==> src/design/bfe_pkg.sv <==
// ----------------------------------------------------------------------------
// bfe_pkg
// Shared constants, codes and types of the bytecode frame executor.
// ----------------------------------------------------------------------------
package bfe_pkg;

    // Frame size and derived index width
    localparam int LOCAL_SLOTS = 4;
    localparam int IDX_W       = (LOCAL_SLOTS > 1) ? $clog2(LOCAL_SLOTS) : 1;

    // Depth of the queue between front and back
    localparam int QUEUE_DEPTH = 2;

    // Opcodes, low byte of a first word
    localparam logic [7:0] OPC_SUSPEND  = 8'd63;
    localparam logic [7:0] OPC_SETV4    = 8'd77;
    localparam logic [7:0] OPC_ADDI     = 8'd115;
    localparam logic [7:0] OPC_CPYVTOR4 = 8'd82;
    localparam logic [7:0] OPC_RET      = 8'd10;

    typedef enum logic [2:0] {
        ST_OK        = 3'd0,
        ST_BAD_OP    = 3'd1,
        ST_TRUNC     = 3'd2,
        ST_RET_NZ    = 3'd3,
        ST_NO_RET    = 3'd4,
        ST_BAD_LOCAL = 3'd5
    } status_t;

    // Work for the back part
    typedef enum logic [1:0] {
        K_NOP = 2'd0,
        K_WR  = 2'd1,
        K_ADD = 2'd2,
        K_CPY = 2'd3
    } kind_t;

    typedef struct packed {
        logic             clear;
        kind_t            kind;
        logic [IDX_W-1:0] dest;
        logic [IDX_W-1:0] src_a;
        logic [IDX_W-1:0] src_b;
        logic [31:0]      data;
        logic             emit;
        status_t          status;
    } op_t;

    typedef struct packed {
        logic push;
        op_t  op;
    } bfe_push_t;

    typedef struct packed {
        logic valid;
        op_t  op;
    } bfe_head_t;

    // True when a 16-bit local index lies inside the frame
    function automatic logic slot_ok(input logic [15:0] idx);
        return idx < 16'(LOCAL_SLOTS);
    endfunction

endpackage

==> src/design/bfe_if.sv <==
// ----------------------------------------------------------------------------
// bfe_if
// Request channels of the bytecode frame executor: words in, results out.
// ----------------------------------------------------------------------------
interface bfe_in_if;
    logic        valid;
    logic        ready;
    logic [31:0] word;
    logic        start_req;
    logic        last;

    modport source (output valid, output word, output start_req, output last,
                    input ready);
    modport sink   (input valid, input word, input start_req, input last,
                    output ready);
endinterface

interface bfe_out_if;
    logic               valid;
    logic               ready;
    logic [2:0]         status;
    logic signed [31:0] value;

    modport source (output valid, output status, output value, input ready);
    modport sink   (input valid, input status, input value, output ready);
endinterface

==> src/design/bfe_front.sv <==
// ----------------------------------------------------------------------------
// bfe_front
// Accepts words, tracks run and pending two-word instructions, and turns each
// word taken in a run into one classified operation for the back part.
// ----------------------------------------------------------------------------
module bfe_front
    import bfe_pkg::*;
(
    input  logic       clk,
    input  logic       rst_n,
    bfe_in_if.sink     in_ch,
    input  logic       q_full,
    output bfe_push_t  push
);

    typedef enum logic [2:0] {
        P_NONE = 3'b001,
        P_SET  = 3'b010,
        P_ADD  = 3'b100
    } pend_t;

    logic             running_reg, running_next;
    pend_t            pend_reg, pend_next;
    logic [IDX_W-1:0] dest_reg, dest_next;

    logic             accept;
    logic             run_eff;
    pend_t            pend;
    logic [15:0]      lo, hi;
    logic [7:0]       opc;
    op_t              op;

    assign in_ch.ready = !q_full;
    assign accept      = in_ch.valid && in_ch.ready;
    assign lo          = in_ch.word[15:0];
    assign hi          = in_ch.word[31:16];
    assign opc         = in_ch.word[7:0];

    // Classify the word
    always_comb
    begin
        run_eff      = in_ch.start_req || running_reg;
        pend         = in_ch.start_req ? P_NONE : pend_reg;
        running_next = running_reg;
        pend_next    = pend_reg;
        dest_next    = dest_reg;
        op.clear     = in_ch.start_req;
        op.kind      = K_NOP;
        op.dest      = dest_reg;
        op.src_a     = lo[IDX_W-1:0];
        op.src_b     = hi[IDX_W-1:0];
        op.data      = in_ch.word;
        op.emit      = 1'b0;
        op.status    = ST_OK;
        if (accept && run_eff)
        begin
            running_next = 1'b1;
            pend_next    = P_NONE;
            if (pend == P_SET)
            begin
                op.kind   = K_WR;
                op.emit   = in_ch.last;
                op.status = ST_NO_RET;
            end
            else if (pend == P_ADD)
            begin
                if (!slot_ok(lo) || !slot_ok(hi))
                begin
                    op.emit   = 1'b1;
                    op.status = ST_BAD_LOCAL;
                end
                else
                begin
                    op.kind   = K_ADD;
                    op.emit   = in_ch.last;
                    op.status = ST_NO_RET;
                end
            end
            else
            begin
                case (opc)
                    OPC_SUSPEND:
                    begin
                        op.emit   = in_ch.last;
                        op.status = ST_NO_RET;
                    end
                    OPC_SETV4, OPC_ADDI:
                    begin
                        if (in_ch.last)
                        begin
                            op.emit   = 1'b1;
                            op.status = ST_TRUNC;
                        end
                        else if (!slot_ok(hi))
                        begin
                            op.emit   = 1'b1;
                            op.status = ST_BAD_LOCAL;
                        end
                        else
                        begin
                            dest_next = hi[IDX_W-1:0];
                            pend_next = (opc == OPC_SETV4) ? P_SET : P_ADD;
                        end
                    end
                    OPC_CPYVTOR4:
                    begin
                        op.src_a = hi[IDX_W-1:0];
                        if (!slot_ok(hi))
                        begin
                            op.emit   = 1'b1;
                            op.status = ST_BAD_LOCAL;
                        end
                        else
                        begin
                            op.kind   = K_CPY;
                            op.emit   = in_ch.last;
                            op.status = ST_NO_RET;
                        end
                    end
                    OPC_RET:
                    begin
                        op.emit   = 1'b1;
                        op.status = (hi != 16'd0) ? ST_RET_NZ : ST_OK;
                    end
                    default:
                    begin
                        op.emit   = 1'b1;
                        op.status = ST_BAD_OP;
                    end
                endcase
            end
            // A result ends the run
            if (op.emit)
            begin
                running_next = 1'b0;
                pend_next    = P_NONE;
            end
        end
    end

    assign push.push = accept && run_eff;
    assign push.op   = op;

    // Hold run state
    always_ff @(posedge clk or negedge rst_n)
    begin
        if (!rst_n)
        begin
            running_reg <= 1'b0;
            pend_reg    <= P_NONE;
            dest_reg    <= '0;
        end
        else
        begin
            running_reg <= running_next;
            pend_reg    <= pend_next;
            dest_reg    <= dest_next;
        end
    end

endmodule

==> src/design/bfe_queue.sv <==
// ----------------------------------------------------------------------------
// bfe_queue
// Short first-in first-out queue of operations between front and back.
// ----------------------------------------------------------------------------
module bfe_queue
    import bfe_pkg::*;
(
    input  logic      clk,
    input  logic      rst_n,
    input  bfe_push_t push,
    input  logic      pop,
    output logic      full,
    output bfe_head_t head
);

    localparam int PTR_W = (QUEUE_DEPTH > 1) ? $clog2(QUEUE_DEPTH) : 1;
    localparam int CNT_W = $clog2(QUEUE_DEPTH + 1);

    op_t              entry_reg [QUEUE_DEPTH];
    logic [PTR_W-1:0] wr_ptr_reg, wr_ptr_next;
    logic [PTR_W-1:0] rd_ptr_reg, rd_ptr_next;
    logic [CNT_W-1:0] count_reg, count_next;
    logic             do_push, do_pop;

    assign full       = (count_reg == CNT_W'(QUEUE_DEPTH));
    assign head.valid = (count_reg != '0);
    assign head.op    = entry_reg[rd_ptr_reg];
    assign do_push    = push.push && !full;
    assign do_pop     = pop && head.valid;

    // Advance pointers with wrap
    always_comb
    begin
        wr_ptr_next = wr_ptr_reg;
        rd_ptr_next = rd_ptr_reg;
        count_next  = count_reg;
        if (do_push)
        begin
            wr_ptr_next = (wr_ptr_reg == PTR_W'(QUEUE_DEPTH - 1)) ? '0 : wr_ptr_reg + 1'b1;
        end
        if (do_pop)
        begin
            rd_ptr_next = (rd_ptr_reg == PTR_W'(QUEUE_DEPTH - 1)) ? '0 : rd_ptr_reg + 1'b1;
        end
        if (do_push && !do_pop)
        begin
            count_next = count_reg + 1'b1;
        end
        else if (do_pop && !do_push)
        begin
            count_next = count_reg - 1'b1;
        end
    end

    always_ff @(posedge clk or negedge rst_n)
    begin
        if (!rst_n)
        begin
            wr_ptr_reg <= '0;
            rd_ptr_reg <= '0;
            count_reg  <= '0;
        end
        else
        begin
            wr_ptr_reg <= wr_ptr_next;
            rd_ptr_reg <= rd_ptr_next;
            count_reg  <= count_next;
        end
    end

    // Store the incoming request
    always_ff @(posedge clk)
    begin
        if (do_push)
        begin
            entry_reg[wr_ptr_reg] <= push.op;
        end
    end

endmodule

==> src/design/bfe_back.sv <==
// ----------------------------------------------------------------------------
// bfe_back
// Carries out operations on the frame: locals memory with registered reads,
// value register, adder and the output register.
// ----------------------------------------------------------------------------
module bfe_back
    import bfe_pkg::*;
(
    input  logic       clk,
    input  logic       rst_n,
    input  bfe_head_t  head,
    output logic       pop,
    bfe_out_if.source  out_ch
);

    logic [31:0]      mem [LOCAL_SLOTS];
    logic [LOCAL_SLOTS-1:0] vld_reg, vld_next;

    // Execute stage
    logic        ex_valid_reg;
    op_t         ex_op_reg;
    logic [31:0] mem_a_reg, mem_b_reg;
    logic        a_zero_reg, b_zero_reg;
    logic        a_fwd_reg, b_fwd_reg;
    logic [31:0] fwd_data_reg;
    logic [31:0] value_reg, value_next;

    // Output register
    logic        out_valid_reg;
    status_t     out_status_reg;
    logic [31:0] out_value_reg;

    logic        out_free, ex_adv, ex_fire, wr_fire;
    logic [31:0] opnd_a, opnd_b, wr_data, base_value;

    assign out_free = !out_valid_reg || out_ch.ready;
    assign ex_adv   = !ex_valid_reg || !ex_op_reg.emit || out_free;
    assign ex_fire  = ex_valid_reg && ex_adv;
    assign pop      = head.valid && ex_adv;
    assign wr_fire  = ex_fire && (ex_op_reg.kind == K_WR || ex_op_reg.kind == K_ADD);

    // Select operands: forwarded, cleared or read
    assign opnd_a     = a_fwd_reg ? fwd_data_reg : (a_zero_reg ? 32'd0 : mem_a_reg);
    assign opnd_b     = b_fwd_reg ? fwd_data_reg : (b_zero_reg ? 32'd0 : mem_b_reg);
    assign wr_data    = (ex_op_reg.kind == K_WR) ? ex_op_reg.data : opnd_a + opnd_b;
    assign base_value = ex_op_reg.clear ? 32'd0 : value_reg;

    // Update valid bits and value register at commit
    always_comb
    begin
        vld_next   = vld_reg;
        value_next = value_reg;
        if (ex_fire)
        begin
            if (ex_op_reg.clear)
            begin
                vld_next   = '0;
                value_next = 32'd0;
            end
            if (wr_fire)
            begin
                vld_next[ex_op_reg.dest] = 1'b1;
            end
            if (ex_op_reg.kind == K_CPY)
            begin
                value_next = opnd_a;
            end
        end
    end

    // Locals memory: write at commit, registered read on pop
    always_ff @(posedge clk)
    begin
        if (wr_fire)
        begin
            mem[ex_op_reg.dest] <= wr_data;
        end
        if (pop)
        begin
            mem_a_reg    <= mem[head.op.src_a];
            mem_b_reg    <= mem[head.op.src_b];
            fwd_data_reg <= wr_data;
            ex_op_reg    <= head.op;
        end
    end

    // Capture read selects, resolving against the committing operation
    always_ff @(posedge clk or negedge rst_n)
    begin
        if (!rst_n)
        begin
            ex_valid_reg <= 1'b0;
            vld_reg      <= '0;
            value_reg    <= 32'd0;
            a_zero_reg   <= 1'b0;
            b_zero_reg   <= 1'b0;
            a_fwd_reg    <= 1'b0;
            b_fwd_reg    <= 1'b0;
        end
        else
        begin
            vld_reg   <= vld_next;
            value_reg <= value_next;
            if (ex_adv)
            begin
                ex_valid_reg <= head.valid;
            end
            if (pop)
            begin
                a_fwd_reg  <= !head.op.clear && wr_fire && (ex_op_reg.dest == head.op.src_a);
                b_fwd_reg  <= !head.op.clear && wr_fire && (ex_op_reg.dest == head.op.src_b);
                a_zero_reg <= head.op.clear || (ex_fire && ex_op_reg.clear)
                              || !vld_reg[head.op.src_a];
                b_zero_reg <= head.op.clear || (ex_fire && ex_op_reg.clear)
                              || !vld_reg[head.op.src_b];
            end
        end
    end

    // Hold the result until taken
    always_ff @(posedge clk or negedge rst_n)
    begin
        if (!rst_n)
        begin
            out_valid_reg <= 1'b0;
        end
        else if (ex_fire && ex_op_reg.emit)
        begin
            out_valid_reg <= 1'b1;
        end
        else if (out_ch.ready)
        begin
            out_valid_reg <= 1'b0;
        end
    end

    always_ff @(posedge clk)
    begin
        if (ex_fire && ex_op_reg.emit)
        begin
            out_status_reg <= ex_op_reg.status;
            out_value_reg  <= (ex_op_reg.status == ST_OK) ? base_value : 32'd0;
        end
    end

    assign out_ch.valid  = out_valid_reg;
    assign out_ch.status = out_status_reg;
    assign out_ch.value  = $signed(out_value_reg);

endmodule

==> src/design/bytecode_frame_executor_top.sv <==
// ----------------------------------------------------------------------------
// bytecode_frame_executor_top
// Runs a small register-only bytecode function, one word per request.
//
//   channel   dir  payload                     handshake
//   in_ch     in   word[31:0] start_req last   valid / ready
//   out_ch    out  status[2:0] value[31:0]     valid / ready
//
// One word is taken per cycle, back to back, while the queue has room. A word
// enters the queue at the edge that takes it, then moves into the execute stage
// with its locals read, and from there sets the output register.
// Reset clears run state, queue, valid bits of the locals and the value
// register at once. A result waiting in the output register stalls only the
// execute stage; the queue absorbs words until it fills, then ready drops.
// ----------------------------------------------------------------------------
module bytecode_frame_executor_top
    import bfe_pkg::*;
(
    input  logic      clk,
    input  logic      rst_n,
    bfe_in_if.sink    in_ch,
    bfe_out_if.source out_ch
);

    bfe_push_t push;
    bfe_head_t head;
    logic      q_full;
    logic      pop;

    bfe_front u_front (
        .clk    (clk),
        .rst_n  (rst_n),
        .in_ch  (in_ch),
        .q_full (q_full),
        .push   (push)
    );

    bfe_queue u_queue (
        .clk   (clk),
        .rst_n (rst_n),
        .push  (push),
        .pop   (pop),
        .full  (q_full),
        .head  (head)
    );

    bfe_back u_back (
        .clk    (clk),
        .rst_n  (rst_n),
        .head   (head),
        .pop    (pop),
        .out_ch (out_ch)
    );

endmodule
==> src/flat_wrapper.sv <==
// flat-port wrapper written by rule: the top's interface ports become plain ports
module bytecode_frame_executor_top_flat import bfe_pkg::*;
  (clk, rst_n, in_ch_valid, in_ch_word, in_ch_start_req, in_ch_last, in_ch_ready, out_ch_valid, out_ch_status, out_ch_value, out_ch_ready);
  bfe_in_if in_ch_i ();
  bfe_out_if out_ch_i ();
  input  logic clk;
  input  logic rst_n;
  input wire logic [$bits(in_ch_i.valid)-1:0] in_ch_valid;
  input wire logic [$bits(in_ch_i.word)-1:0] in_ch_word;
  input wire logic [$bits(in_ch_i.start_req)-1:0] in_ch_start_req;
  input wire logic [$bits(in_ch_i.last)-1:0] in_ch_last;
  output wire logic [$bits(in_ch_i.ready)-1:0] in_ch_ready;
  output wire logic [$bits(out_ch_i.valid)-1:0] out_ch_valid;
  output wire logic [$bits(out_ch_i.status)-1:0] out_ch_status;
  output wire logic [$bits(out_ch_i.value)-1:0] out_ch_value;
  input wire logic [$bits(out_ch_i.ready)-1:0] out_ch_ready;
  assign in_ch_i.valid = in_ch_valid;
  assign in_ch_i.word = in_ch_word;
  assign in_ch_i.start_req = in_ch_start_req;
  assign in_ch_i.last = in_ch_last;
  assign in_ch_ready = in_ch_i.ready;
  assign out_ch_valid = out_ch_i.valid;
  assign out_ch_status = out_ch_i.status;
  assign out_ch_value = out_ch_i.value;
  assign out_ch_i.ready = out_ch_ready;
  bytecode_frame_executor_top u_core (.clk(clk), .rst_n(rst_n), .in_ch(in_ch_i), .out_ch(out_ch_i));
endmodule
==> config.mk <==
export PLATFORM = sky130hd
export DESIGN_NAME = bytecode_frame_executor_top_flat
export DESIGN_NICKNAME = d
export VERILOG_FILES = /design/src/design/bfe_pkg.sv /design/src/design/bfe_if.sv /design/src/design/bfe_front.sv /design/src/design/bfe_queue.sv /design/src/design/bfe_back.sv /design/src/design/bytecode_frame_executor_top.sv /design/src/flat_wrapper.sv
export SDC_FILE = /design/constraint.sdc
export NUM_CORES = 1
export LEC_CHECK = 0
export ABC_CLOCK_PERIOD_IN_PS = 9400
export BUFFER_PORTS_ARGS = -buffer_cell sky130_fd_sc_hd__buf_4
export CORE_MARGIN = 5
export CORE_UTILIZATION = 50
export DETAILED_ROUTE_END_ITERATION = 8
export GPL_TIMING_DRIVEN = 0
export PLACE_DENSITY_LB_ADDON = 0.15
export SYNTH_ARGS = -nofsm -noshare
export SYNTH_HDL_FRONTEND = slang
export SYNTH_HIERARCHICAL = 1
export SYNTH_SLANG_ARGS = --single-unit
==> constraint.sdc <==
create_clock -name clk -period 9.4 [get_ports clk]
set_input_delay 1.41 -clock clk [delete_from_list [all_inputs] [get_ports clk]]
set_output_delay 1.41 -clock clk [all_outputs]
set_load 0.01 [all_outputs]
After elaboration in Yosys (flattened, before gate mapping):

Memory sizes are Yosys's and may differ from the RTL's. A register that Yosys moved wholly into a read port is not among the register bits.
Cells that the tools add are included.

* add/sub/neg operators: 5
* muxes and demuxes: 55
* equality and inequality tests: 13
* $lt $le $gt $ge: 6
* bitwise gates (word level): 4
* reduce and logical (&&, ||, !) cells: 42

Operators with widths (number)
* $mux W32: 7
* $mux W4: 11
* $add A32 B32 Y32: 1
* $lt A16 B3 Y1 const B: 2
* $mux W2: 13
* $eq A8 B7 Y1 const B: 3
* $mux W3: 8
* $pmux W4 S4: 1
* $reduce_bool A16 Y1: 1
* $logic_and A1 B1 Y1: 15
* $mux W1: 12
* $logic_not A1 Y1: 11
* $logic_or A1 B1 Y1: 9
* $lt A2 B3 Y1 const B: 3
* $eq A8 B4 Y1 const B: 1
* $eq A8 B6 Y1 const B: 1
* $eq A2 B2 Y1 const B: 3
* $reduce_and A6 Y1: 1
* $reduce_bool A2 Y1: 3
* $bmux W1 S2: 2
* $eq A2 B2 Y1: 2
* $or A4 B4 Y4: 1
* $eq A3 B2 Y1 const B: 1
* $eq A3 B3 Y1 const B: 1
* 9 further kinds: 12

* output and inout port bits: 37
* bits in writable memories: 218
* word-level logic and storage cells: 150
* flip-flop bits (word level): 160
* memories: 2

Memories
* u_core.u_back.mem: depth 4, bits a word 32, read ports 2, clocked after memory_dff 2, wr ports 1, line bfe_back.sv:16 `logic [31:0] mem [LOCAL_SLOTS];`
* u_core.u_queue.entry_reg: depth 2, bits a word 45, read ports 1, clocked after memory_dff 0, wr ports 1, line bfe_queue.sv:19 `op_t entry_reg [QUEUE_DEPTH];`

Logic depth before layout (Yosys ltp):

* word-level depth: 9
* gate-level depth with buffers: 16
* depth with buffers taken out: 14

Modules after synthesis:

Netlist, hierarchy kept.

By module, submodules not included
* bfe_back: cells an instance 962, area each 15224.6 µm², instances 1, sequential area each 10059.6 µm²
* bfe_queue: cells an instance 159, area each 3647.2 µm², instances 1, sequential area each 2802.7 µm²
* bfe_front: cells an instance 120, area each 962.2 µm², instances 1, sequential area each 151.4 µm²

Worst setup path after synthesis:

OpenSTA, ideal clock, no wires.

* path type: input port to flip-flop
* from: in out_ch_ready
* to: reg u_core.u_queue.count_reg[1]
* slack: 4.042 ns
* data required time: 9.321 ns
* data arrival time: 5.279 ns
* stages on the path: 8
* library setup time: 0.079 ns
* cell sequence: nand2b_1 o21ai_1 inv_1 nand2_2 ha_1 xor2_1 nor2_1 xor2_1

* word-level cells in the longest chain between the ends: 7

RTL lines
* start: declaration: line flat_wrapper.sv:16 `input wire logic [$bits(out_ch_i.ready)-1:0] out_ch_ready;`
* $logic_or A1 B1 Y1 (*): line bfe_back.sv:36 `assign out_free = !out_valid_reg || out_ch.ready;`
* $logic_or A1 B1 Y1 (*): line bfe_back.sv:37 `assign ex_adv = !ex_valid_reg || !ex_op_reg.emit || out_free;`
* $logic_and A1 B1 Y1 (*): line bfe_back.sv:39 `assign pop = head.valid && ex_adv;`
* via u_core.pop: line bytecode_frame_executor_top.sv:28 `logic pop;`
* $logic_and A1 B1 Y1 (*): line bfe_queue.sv:29 `assign do_pop = pop && head.valid;`
* $logic_not A1 Y1: line bfe_queue.sv:45 `if (do_push && !do_pop)`
* $logic_and A1 B1 Y1: line bfe_queue.sv:45
* $mux W2 or $reduce_bool A2 Y1 (tied branches)
* end signal: assignment: line bfe_queue.sv:67 `count_reg <= count_next;`
* end: declaration: line bfe_queue.sv:22 `logic [CNT_W-1:0] count_reg, count_next;`

Mark *: on every way through the listed nets, which the timed path passes. The rest lies on a longest branch.
A chain may end at the register's enable or synchronous reset.

Worst setup path after layout:

* from: reg u_core.u_back.a_zero_reg
* to: mem u_core.u_back.mem[0][28] (data pin)

* word-level cells in the longest chain between the ends: 4

RTL lines
* start: declaration: line bfe_back.sv:23 `logic a_zero_reg, b_zero_reg;`
* start signal: assignment: line bfe_back.sv:112 `a_zero_reg <= head.op.clear || (ex_fire && ex_op_reg.clear)`
* $mux W32 (2 in a row): line bfe_back.sv:43 `assign opnd_a = a_fwd_reg ? fwd_data_reg : (a_zero_reg ? 32'd0 : mem_a_reg);`
* $add A32 B32 Y32: line bfe_back.sv:45 `assign wr_data = (ex_op_reg.kind == K_WR) ? ex_op_reg.data : opnd_a + opnd_b;`
* $mux W32: line bfe_back.sv:45
* via u_core.u_back.wr_data[28]: line bfe_back.sv:34 `logic [31:0] opnd_a, opnd_b, wr_data, base_value;`
* end: declaration: line bfe_back.sv:16

The timed path passes the listed nets, and every way through them passes these cells.

==> key figures <==
Min path
  • Hold crit path type: reg2reg

Routing
  • Avg Vias per Cell: 5.74
  • 1st-iter DRT viols: 906
  • Routed len/inst: 22.4 um
  • Post-DRT Antenna Nets: 0
  • Vias: 11,100
  • DRC: 0
  • DRT Pass-1 Iters: 5
  • Routed wire length: 43,300 um

Finish
  • # diodes: 0
  • Fill count: 3,090
  • Final Cell Area: 22,800 sq um
  • Fin nets: 1,444
  • Share of layout cells above drive strength 1: 0.251
  • Max reg flops: 128
  • P&R area growth vs syn: 14.7%

Clock tree
  • Total CTS buffers: 46
  • H-tree levels: 2
  • Hold-fix buffers at CTS: 0
  • Post-CTS setup buffer count: 0
  • CTS tree: yes
  • Root Driver: clkbuf_16
  • TritonCTS Sinks: 442
  • PostCTS Resize Cnt: 0
  • Clock transition at path regs: 0.06 ns
  • Max Buffers Root-to-Sink: 3
  • Skew-Pair Late Insertion Delay: 0.56 ns

Floorplanning
  • Core area: 39,500 sq um
  • Ports: 75
  • Row cnt: 73
  • Die area: 43,800 sq um
  • Die X: 209 um
  • Height of the chip: 209 um
  • Starting Density: 0.503

Critical path
  • Worst Path Buf+Inv: 3
  • Worst path max stage delay: 0.77 ns
  • Worst setup path class: reg2reg
  • Slowest cell on the critical path: buf_1
  • CP Capture Type: flip-flop
  • Critical-path cell list: nor2_1, buf_2, buf_1, a22o_1, ha_1, inv_1, fa_1, nor2b_1, o21ai_0, a221oi_1, o31a_1, a221oi_1, o21ai_1, a31oi_1, xor2_1, o21ai_0
  • Startpoint types: flip-flop
  • Worst-path maximum fanout: 10
  • Crit path DAT: 5.91 ns
  • CP delay by family, top: compound AO/OA/AOI/OAI gates
  • Critical path required time: 9.68 ns

Power
  • Switching share of power: 0.341
  • PD cells: 371 nW/um^2
  • Comb power frac: 0.360
  • Leakage Power: 8.42 nW
  • Clock share of power: 0.210
  • Sequential share of power: 0.430
  • Sw Pwr: 0.00287 W
  • Worst vdd ir: 0.210 mV
  • Internal: 0.00556 W

STA
  • Hold WS: 0.470 ns
  • RSZ-0062 raised after global routing: false
  • Fin. max-slew vios: 0
  • Tmin final: 5.63 ns
  • Slew at the pin closest to its max-slew limit: 1.21 ns
  • Clk_skew: 0.0219 ns
  • Relative slew margins: 0.189
  • Endpoints failing hold: 0
  • Period utilization: 0.599
  • Setup violators final: 0
  • Setup Total Neg Slack: 0 ns
  • Fmax: 178 MHz

Yosys
  • Register bit total from synthesis: 442
  • Unique masters post-synth: 83
  • Average cell area after synthesis: 16.0 sq um
  • Async SR Flop Fraction: 0.118
  • Ys flop type: edfxtp_1
  • Synth Net Count: 1,311
  • Post-synth EDFFs: 390
  • Post-Synthesis Cells: 1,241
  • Register area share after synthesis: 0.656
  • Synth Warn #: 6
  • Mapped cell area: 19,800 sq um

Place
  • Buffers on Ports: 74
  • Post-Place Cell Area: 21,300 sq um
  • Routability Congestion: 0.862
  • DP HPWL: 30,100 um

GRT
  • Gr usage total: 0.197
  • Pin count of the biggest net entering global routing: 81
  • Antenna violations before repair: 0
  • Vias in the first global route: 11,300
  • Global-route wire length before repair: 66,600 um
  • Total grt overflow: 0

Status
  • Status: complete, no violations

Flow run
  • Max Cap Viol: 0
metrics by stage:
| stage | util | power [W] | setup slack [ns] | instances |
|---|---|---|---|---|
| after detailed placement | 0.540 | 0.00671 | 3.78 | 1851 |
| after global placement | 0.533 | 0.00661 | 1.67 | 1840 |
| after global routing | 0.577 | 0.00890 | 3.38 | 1936 |
| after floorplan | - | 0.00566 | 4.04 | 1241 |
| final | 0.577 | 0.00843 | 3.77 | 1936 |
| after CTS | 0.577 | 0.00850 | 3.78 | 1936 |
cell families after synthesis:
logic type | count (synthesis) | synth area share
flip-flops | 442 | 0.656
XOR/XNOR | 42 | 0.0185
adder cells (fa/ha/maj) | 33 | 0.0211
multiplexers | 117 | 0.112
AO/OA/AOI/OAI | 245 | 0.0929
buffers and inverters | 116 | 0.0329
AND/OR/NAND/NOR | 246 | 0.0668
area by class of cell:
cell class	instances	area (sq um)	area share
Buffer	93	566	0.0249
Clock buffer	66	1260	0.0552
Clock inverter	19	213	0.00935
Inverter	23	91.3	0.00401
Multi-Input combinational cell	683	6210	0.273
Sequential cell	442	13000	0.572
Tap cell	525	657	0.0289
Timing Repair Buffer	85	748	0.0329
layout by cell type (no fill, tap or decap), drive strengths merged, types with 4 or more instances in the layout:
master,instances
or3b,8
clkbuf,94
a211oi,6
a31oi,9
buf,150
edfxtp,390
clkinv,12
and2,40
o21ai,60
ha,31
o21a,5
a21o,21
nor4b,4
a22o,46
nand3,6
nand4,6
inv,25
a222oi,6
dfrtp,51
mux2,51
nor2,36
a2111oi,4
xnor2,23
nor2b,7
bufinv,4
xor2,19
a221oi,4
nand2b,9
and3,5
or2,8
nor3,11
mux4,66
nor4,12
o21bai,5
a21oi,21
o31ai,6
a32o,22
nand2,85
a22oi,11
power by group through the flow:
stage | registers, W | clock network (W) | logic, W
floorplan | 0.00363 | 0 | 0.00203
finish | 0.00362 | 0.00177 | 0.00304
CTS | 0.00362 | 0.00181 | 0.00306
global placement | 0.00371 | 0 | 0.00290
detailed placement | 0.00366 | 0 | 0.00305
global route | 0.00370 | 0.00190 | 0.00331
synth_stat cells, drive strengths merged, types with 8 or more instances:
cell type | count | area [sq um]
xor2 | 19 | 166
xnor2 | 23 | 201
dfrtp | 51 | 1280
a21o | 21 | 158
nand2 | 85 | 324
and2 | 40 | 250
inv | 23 | 86.3
a31oi | 9 | 62.6
or2 | 8 | 50.1
a22o | 46 | 403
a22oi | 11 | 82.6
mux4 | 66 | 1490
nor2 | 36 | 145
mux2 | 51 | 728
buf | 65 | 460
a21oi | 21 | 105
nor3 | 11 | 71.3
a32o | 22 | 220
or3b | 8 | 70.1
ha | 31 | 388
edfxtp | 390 | 11700
nor4 | 12 | 75.1
clkbuf | 28 | 105
nand2b | 9 | 56.3
o21ai | 60 | 300
worst reg2reg max path: stages, from the launching register on:
cell and delay [ns]:
dfrtp_1 0.51, nor2_1 0.29, buf_2 0.34, buf_1 0.77
a22o_1 0.35, ha_1 0.24, inv_1 0.07, fa_1 0.40
nor2b_1 0.22, o21ai_0 0.16, a221oi_1 0.29, o31a_1 0.27
a221oi_1 0.20, o21ai_1 0.39, a31oi_1 0.19, xor2_1 0.19
o21ai_0 0.48
per-layer routing:
| metal | track usage | part of all wire | up-vias |
|---|---|---|---|
| met5 | 0 | 0 | - |
| met3 | 0.0336 | 0.063 | 56 |
| met4 | 0.0502 | 0.020 | 0 |
| met1 | 0.278 | 0.44 | 5568 |
| li1 | - | - | 5163 |
| met2 | 0.324 | 0.48 | 327 |
path summary, 6_finish.rpt:
check | from | end | slack (ns) | depth (start not counted)
max | u_core/u_back/a_zero_reg | u_core/u_back/mem[0][28] | 3.77 | 16
min | u_core/u_back/value_reg[17] | u_core/u_back/value_reg[17] | 0.47 | 2
max reg2reg | u_core/u_back/a_zero_reg | u_core/u_back/mem[0][28] | 3.77 | 16
min reg2reg | u_core/u_back/value_reg[17] | u_core/u_back/value_reg[17] | 0.47 | 2
max in group asynchronous | rst_n | u_core/u_back/value_reg[8] | 7.99 | 1
min in group asynchronous | rst_n | u_core/u_queue/count_reg[0] | 0.88 | 1
(Power assumes the default switching activity.)
